`config.mk`:
```
export PLATFORM = sky130hd
export DESIGN_NAME = crc15_pec_frame_engine
export DESIGN_NICKNAME = d
export VERILOG_FILES = /design/src/hdl/cpfe_pkg.sv /design/src/hdl/cpfe_core.sv /design/src/hdl/cpfe_outq.sv /design/src/hdl/crc15_pec_frame_engine.sv
export SDC_FILE = /design/constraint.sdc
export NUM_CORES = 1
export LEC_CHECK = 0
export ABC_AREA = 1
export BUFFER_PORTS_ARGS = -buffer_cell sky130_fd_sc_hd__buf_4
export CELL_PAD_IN_SITES_DETAIL_PLACEMENT = 1
export CELL_PAD_IN_SITES_GLOBAL_PLACEMENT = 1
export CORE_MARGIN = 2
export CORE_UTILIZATION = 46
export CTS_CLUSTER_SIZE = 14
export DETAILED_ROUTE_END_ITERATION = 8
export PLACE_DENSITY = 0.79
export SLEW_MARGIN = 20
export SYNTH_ARGS = -nofsm -noshare
export SYNTH_HDL_FRONTEND = slang
export SYNTH_SLANG_ARGS = --single-unit
```
`constraint.sdc`:
```
create_clock -name clk_i -period 3.9 [get_ports clk_i]
set_clock_uncertainty 0.1 [all_clocks]
set_input_delay 1.17 -clock clk_i [delete_from_list [all_inputs] [get_ports clk_i]]
set_output_delay 1.17 -clock clk_i [all_outputs]
set_load 0.01 [all_outputs]
```
`src/hdl/cpfe_pkg.sv`:
```
// Package for the CRC-15 packet error code frame engine.
// Holds payload types, codes, queue sizing and the byte-wide CRC step.
package cpfe_pkg;

  localparam logic CMD_TX = 1'b0;
  localparam logic CMD_RX = 1'b1;

  typedef enum logic [1:0] {
    BYTE_FRAME  = 2'd0,
    BYTE_PEC_HI = 2'd1,
    BYTE_PEC_LO = 2'd2
  } byte_kind_e;

  localparam int unsigned CrcWidth = 15;
  localparam logic [CrcWidth-1:0] CrcSeed = 15'd16;
  localparam logic [CrcWidth-1:0] CrcPoly = 15'h4599;

  localparam int unsigned OutqDepth = 4;
  localparam int unsigned OutqPtrW  = $clog2(OutqDepth);
  localparam int unsigned OutqCntW  = $clog2(OutqDepth + 1);
  localparam int unsigned MaxResults = 3;

  typedef struct packed {
    logic       cmd;
    logic [7:0] data_byte;
    logic       frame_end;
  } cpfe_in_t;

  typedef struct packed {
    logic [7:0] out_byte;
    byte_kind_e byte_kind;
    logic       run_last;
    logic       pec_good;
  } cpfe_out_t;

  // Up to three results produced by one item, in delivery order.
  typedef struct packed {
    logic [1:0]                      num;
    cpfe_out_t [MaxResults-1:0]      ent;
  } cpfe_push_t;

  // One byte through the CRC, MSB first.
  function automatic logic [CrcWidth-1:0] crc15_byte(input logic [CrcWidth-1:0] rem,
                                                     input logic [7:0] b);
    logic [CrcWidth-1:0] r;
    r = rem ^ {b, 7'd0};
    for (int k = 0; k < 8; k++) begin
      if (r[CrcWidth-1]) begin
        r = {r[CrcWidth-2:0], 1'b0} ^ CrcPoly;
      end else begin
        r = {r[CrcWidth-2:0], 1'b0};
      end
    end
    return r;
  endfunction

endpackage

```
`src/hdl/cpfe_core.sv`:
```
// Input register, frame state and per-item result generation.
// Depends on cpfe_pkg for payload types and the CRC step.
module cpfe_core import cpfe_pkg::*; (
  input  logic       clk_i,
  input  logic       rst_ni,
  input  logic       in_valid_i,
  input  cpfe_in_t   in_data_i,
  output logic       in_stall_o,
  input  logic       room_i,
  output cpfe_push_t push_o
);

  logic                in_vld_q;
  cpfe_in_t            in_q;
  logic                load;
  logic                consume;
  logic [CrcWidth-1:0] crc_q, crc_d, crc_step;
  logic [7:0]          held0_q, held0_d, held1_q, held1_d;
  logic [1:0]          cnt_q, cnt_d;
  logic [7:0]          crc_in;
  logic [15:0]         pec;
  logic                good;
  cpfe_push_t          push;

  assign consume    = in_vld_q & room_i;
  assign in_stall_o = in_vld_q & ~room_i;
  assign load       = in_valid_i & ~in_stall_o;

  always_ff @(posedge clk_i or negedge rst_ni) begin
    if (!rst_ni) begin
      in_vld_q <= 1'b0;
    end else if (load || consume) begin
      in_vld_q <= load;
    end
  end

  always_ff @(posedge clk_i) begin
    if (load) begin
      in_q <= in_data_i;
    end
  end

  // Transmit feeds the new byte; receive feeds the oldest held byte.
  assign crc_in   = (in_q.cmd == CMD_TX) ? in_q.data_byte : held0_q;
  assign crc_step = crc15_byte(crc_q, crc_in);

  always_comb begin
    crc_d   = crc_q;
    held0_d = held0_q;
    held1_d = held1_q;
    cnt_d   = cnt_q;
    push    = '0;
    pec     = '0;
    good    = 1'b0;
    if (in_q.cmd == CMD_TX) begin
      crc_d = crc_step;
      push.ent[0] = '{out_byte: in_q.data_byte, byte_kind: BYTE_FRAME,
                      run_last: 1'b0, pec_good: 1'b0};
      push.num = 2'd1;
      if (in_q.frame_end) begin
        pec = {crc_step, 1'b0};
        push.ent[1] = '{out_byte: pec[15:8], byte_kind: BYTE_PEC_HI,
                        run_last: 1'b0, pec_good: 1'b0};
        push.ent[2] = '{out_byte: pec[7:0], byte_kind: BYTE_PEC_LO,
                        run_last: 1'b1, pec_good: 1'b0};
        push.num = 2'd3;
      end
    end else begin
      if (cnt_q[1]) begin
        crc_d = crc_step;
        push.ent[0] = '{out_byte: held0_q, byte_kind: BYTE_FRAME,
                        run_last: 1'b0, pec_good: 1'b0};
        push.num = 2'd1;
        held0_d = held1_q;
        held1_d = in_q.data_byte;
      end else if (cnt_q[0]) begin
        held1_d = in_q.data_byte;
      end else begin
        held0_d = in_q.data_byte;
      end
      if (cnt_q != 2'd3) begin
        cnt_d = cnt_q + 2'd1;
      end
      if (in_q.frame_end) begin
        pec  = {crc_d, 1'b0};
        good = (cnt_d == 2'd3) && (held0_d == pec[15:8]) && (held1_d == pec[7:0]);
        if (cnt_q[1]) begin
          push.ent[1] = '{out_byte: 8'd0, byte_kind: BYTE_FRAME,
                          run_last: 1'b1, pec_good: good};
          push.num = 2'd2;
        end else begin
          push.ent[0] = '{out_byte: 8'd0, byte_kind: BYTE_FRAME,
                          run_last: 1'b1, pec_good: good};
          push.num = 2'd1;
        end
      end
    end
    // Any frame end returns the frame state to its reset value.
    if (in_q.frame_end) begin
      crc_d   = CrcSeed;
      held0_d = 8'd0;
      held1_d = 8'd0;
      cnt_d   = 2'd0;
    end
  end

  always_ff @(posedge clk_i or negedge rst_ni) begin
    if (!rst_ni) begin
      crc_q   <= CrcSeed;
      held0_q <= 8'd0;
      held1_q <= 8'd0;
      cnt_q   <= 2'd0;
    end else if (consume) begin
      crc_q   <= crc_d;
      held0_q <= held0_d;
      held1_q <= held1_d;
      cnt_q   <= cnt_d;
    end
  end

  always_comb begin
    push_o = push;
    if (!consume) begin
      push_o.num = 2'd0;
    end
  end

endmodule

```
`src/hdl/cpfe_outq.sv`:
```
// Result queue: takes up to three results a cycle, delivers one a cycle unless stalled.
// Depends on cpfe_pkg for the result types and queue sizing.
module cpfe_outq import cpfe_pkg::*; (
  input  logic       clk_i,
  input  logic       rst_ni,
  input  cpfe_push_t push_i,
  output logic       room_o,
  output logic       out_valid_o,
  input  logic       out_stall_i,
  output cpfe_out_t  out_data_o
);

  cpfe_out_t            mem_q [OutqDepth];
  logic [OutqPtrW-1:0]  wr_ptr_q, rd_ptr_q;
  logic [OutqCntW-1:0]  cnt_q;
  logic                 pop;

  assign out_valid_o = (cnt_q != '0);
  assign pop         = out_valid_o & ~out_stall_i;
  assign out_data_o  = mem_q[rd_ptr_q];

  // Room for a whole item's results after this cycle's transfer out.
  assign room_o = ({1'b0, cnt_q} + (OutqCntW+1)'(MaxResults) <=
                   (OutqCntW+1)'(OutqDepth) + {{OutqCntW{1'b0}}, pop});

  always_ff @(posedge clk_i) begin
    for (int k = 0; k < MaxResults; k++) begin
      if (2'(k) < push_i.num) begin
        mem_q[wr_ptr_q + OutqPtrW'(k)] <= push_i.ent[k];
      end
    end
  end

  always_ff @(posedge clk_i or negedge rst_ni) begin
    if (!rst_ni) begin
      wr_ptr_q <= '0;
      rd_ptr_q <= '0;
      cnt_q    <= '0;
    end else begin
      wr_ptr_q <= wr_ptr_q + OutqPtrW'(push_i.num);
      if (pop) begin
        rd_ptr_q <= rd_ptr_q + OutqPtrW'(1);
      end
      cnt_q <= cnt_q + OutqCntW'(push_i.num) - OutqCntW'(pop);
    end
  end

endmodule

```
`src/hdl/crc15_pec_frame_engine.sv`:
```
//  channel | direction | handshake                  | payload
//  in      | input     | in_valid_i / in_stall_o    | in_data_i  (cpfe_in_t)
//  out     | output    | out_valid_o / out_stall_i  | out_data_o (cpfe_out_t)
//
// One item is taken per cycle unless the input stalls; a registered item's
// results enter a four-entry queue and leave one per cycle unless stalled.
// The CRC step is one byte-wide table-free update between two registers.
// A transmit frame end yields three results, so a held item stalls the input
// whenever the queue cannot take three more after this cycle's transfer out.
// Reset clears the queue and restores the frame state (seed 16).
module crc15_pec_frame_engine import cpfe_pkg::*; (
  input  logic      clk_i,
  input  logic      rst_ni,
  input  logic      in_valid_i,
  output logic      in_stall_o,
  input  cpfe_in_t  in_data_i,
  output logic      out_valid_o,
  input  logic      out_stall_i,
  output cpfe_out_t out_data_o
);

  cpfe_push_t push;
  logic       room;

  cpfe_core u_core (
    .clk_i      (clk_i),
    .rst_ni     (rst_ni),
    .in_valid_i (in_valid_i),
    .in_data_i  (in_data_i),
    .in_stall_o (in_stall_o),
    .room_i     (room),
    .push_o     (push)
  );

  cpfe_outq u_outq (
    .clk_i       (clk_i),
    .rst_ni      (rst_ni),
    .push_i      (push),
    .room_o      (room),
    .out_valid_o (out_valid_o),
    .out_stall_i (out_stall_i),
    .out_data_o  (out_data_o)
  );

endmodule

```
==> results.py <==
metrics = {
    "die": {
        "initial_core_util": 0.472,
        "die_w_um": 123,
        "die_h_um": 123,
        "io_pins": 28,
        "die_area_sq_um": 15200,
        "rows": 43,
        "fp.coreArea_sq_um": 13900,
    },
    "timing": {
        "tightestPinTransition_ns": 0.874,
        "layout_min_cycle_time_ns": 3.63,
        "fmax_mhz": 275,
        "drv_slew": 0,
        "slew_headroom": 0.411,
        "worst_slack_ns": 0.268,
        "fin_crit_sh": 0.931,
        "finalSetupViolCount": 0,
        "final_hold_viol_count": 0,
    },
    "yosys": {
        "yosysSeqAreaShare": 0.405,
        "syn_area_sq_um": 6550,
        "synth_top_family_by_area": "simple AND/OR/NAND/NOR gates",
        "synth_top_area_share": 0.211,
        "synth-edff-count": 46,
        "yosysTopAreaCell": "edfxtp_1",
        "synth_seq_cells": 99,
        "synthAdderAreaFrac": 0.0203,
        "mappedNetlistNets": 898,
        "synth_flop_cell": "edfxtp_1",
        "synth_warnings": 0,
        "post_synth_and_or_nand_nor_area_fraction": 0.263,
        "synth_xor_area_frac": 0.0371,
        "avgSynthCellArea_sq_um": 7.49,
        "postSynth.asyncResetShare": 0.414,
        "synthTopCellsByArea": "edfxtp_1, dfrtp_1, nand2_1, o21ai_0, inv_1",
        "synth.distinct_cells": 45,
        "synthMuxAreaShare": 0,
        "synth_compound_area_frac": 0.185,
        "netlist_instances": 874,
    },
    "finish": {
        "area_delta_synth_final_pct": 14.2,
        "antenna_cells": 0,
        "stdcell_count": 1099,
        "fin_nets": 938,
        "drive_above_1_share": 0.151,
    },
    "placed_design": {
        "dp_slack_ns": 0.0138,
        "dpl.cell_count": 1081,
        "dp_hpwl_mm": 16.9,
        "port_buffers": 27,
        "routabilityCongestion": 0.901,
    },
    "hold_path": {
        "hold_class": "reg -> reg",
    },
    "routing": {
        "drtAntennaViolNets": 0,
        "drt-total-wl_mm": 22.5,
        "wl_per_cell_um": 20.5,
        "drc_errors": 0,
        "first_iter_violations": 546,
        "dr.pass1.iters": 5,
        "vias_per_cell": 5.80,
        "num_vias": 6373,
    },
    "outcome": {
        "status": "finished clean",
    },
    "global_routing": {
        "grt_pass1_vias": 6554,
        "grt_pass1_wl_mm": 35.1,
        "grt_overflow": 0,
        "antenna_found_initial": 0,
        "grtUsageTotal": 0.307,
        "grt_max_degree": 42,
    },
    "flow_run": {
        "drv_cap": 0,
    },
    "clock_network": {
        "numCtsBuffers": 9,
        "clockBufferDepth": 2,
        "root_buffer": "clkbuf_16",
        "cts_max_level": 3,
        "cts_tree": "yes",
        "clock_sinks": 99,
        "insertion_delay_ns": 0.37,
        "clk_pin_slew_ns": 0.07,
    },
    "setup_path": {
        "critPathRequiredTime_ns": 4.09,
        "startpoint_type": "flop",
        "arrival_ns": 3.83,
        "path_class": "reg -> reg",
        "endpoint_kind": "flop",
        "crit_fanout": 15,
    },
}
worst paths after layout:
check	startpoint	end	slack (ns)	depth (start not counted)
max	u_core.in_q[9]	u_outq.mem_q[2][0]	0.27	24
min	u_outq.mem_q[2][2]	u_outq.mem_q[2][2]	0.38	2
min reg2reg	u_outq.mem_q[2][2]	u_outq.mem_q[2][2]	0.38	2
max in group asynchronous	rst_ni	u_core.crc_q[9]	2.56	1
min in group asynchronous	rst_ni	u_outq.rd_ptr_q[1]	0.72	1
max reg2reg	u_core.in_q[9]	u_outq.mem_q[2][0]	0.27	24
flip-flops by register name (all words and copies together) (netlist names), 3 cells and up:
signal          flops
u_core.crc_q       15
u_outq.cnt_q        3
u_core.held0_q      8
u_outq.mem_q       48
u_core.in_q        10
u_core.held1_q      8
cells in the mapped netlist, drive strengths merged (2+ instances only):
| cell | count |
|---|---|
| o221ai | 7 |
| edfxtp | 46 |
| clkinv | 2 |
| clkbuf | 24 |
| nand3 | 82 |
| o21ai | 119 |
| xor2 | 20 |
| o211ai | 8 |
| ha | 9 |
| xnor2 | 3 |
| a21oi | 28 |
| nor2 | 62 |
| nand2 | 225 |
| o22ai | 48 |
| buf | 7 |
| dfxtp | 12 |
| inv | 119 |
| dfrtp | 40 |
worst max-delay path, stage by stage (launching register included):
cell,delay [ns]
edfxtp_1,0.50
buf_12,0.21
nand2_1,0.12
nand2_1,0.09
nand2_1,0.07
nand2_1,0.08
nand2_1,0.15
nand2_2,0.14
nand2_1,0.11
nand3_2,0.14
nand2_4,0.15
nand2_2,0.08
nand3_4,0.12
nand3_2,0.18
nand3_4,0.19
nand2_4,0.10
nand2_1,0.07
nand2_1,0.11
inv_1,0.13
nand2_1,0.08
nand2_1,0.11
nand2_1,0.07
nand2_2,0.11
nand4_1,0.19
a21oi_1,0.16
kinds of logic (layout without fill, tap and decap cells):
| family | after synthesis | in the layout |
|---|---|---|
| AND/OR/NAND/NOR | 375 | 375 |
| buffers and inverters | 152 | 197 |
| flip-flops | 99 | 99 |
| XOR/XNOR | 23 | 23 |
| AO/OA/AOI/OAI | 215 | 215 |
| adder cells (fa/ha/maj) | 10 | 10 |
layout make-up:
| type | instances | area, sq um |
|---|---|---|
| Fill cell | 1745 | 6410 |
| Multi-Input combinational cell | 623 | 3350 |
| Sequential cell | 99 | 2650 |
| Timing Repair Buffer | 60 | 493 |
| Inverter | 121 | 459 |
| Clock buffer | 12 | 268 |
| Tap cell | 180 | 225 |
| Clock inverter | 4 | 30.0 |
layer usage:
layer | vias up | GRT usage | wire, um
li1 | 3002 | - | -
met1 | 3157 | 0.373 | 9300
met2 | 164 | 0.542 | 11600
met3 | 50 | 0.0443 | 836
met4 | 0 | 0.129 | 814
met5 | - | 0 | 0
stage by stage:
| stage | setup TNS [ns] | util | hold WS [ns] | cell area [sq um] |
|---|---|---|---|---|
| floorplan | 0 | - | 0.341 | 6560 |
| global placement | 0 | 0.511 | 0.345 | 7100 |
| detailed placement | 0 | 0.511 | 0.376 | 7100 |
| CTS | 0 | 0.533 | 0.386 | 7400 |
| global route | -0.00459 | 0.538 | 0.398 | 7470 |
| finish | 0 | 0.538 | 0.378 | 7470 |
cell usage in the layout (no fill, tap or decap), drive strengths merged:
cell and instances:
o221ai 7, and2 1, dfstp 1, nand3b 1
dfxtp 12, nand4 1, and3 1, fa 1
xor2 20, nand3 82, o211ai 8, o21a 1
a21boi 1, a2bb2oi 1, a31oi 1, xnor2 3
a32o 1, nand2 225, or2 1, dfrtp 40
ha 9, edfxtp 46, nor2 62, inv 120
buf 59, nor4 1, o21ai 119, clkbuf 13
o22ai 48, clkinv 5, a21oi 28
timing repair:
item                       CTS  global route
buffers inserted             0             1
resized for setup            0            12
setup endpoints to repair    0             4
hold buffers                 0             0
Power is not shown: default switching activity piles up to over one toggle a cycle in this logic, so the estimate is an artifact.
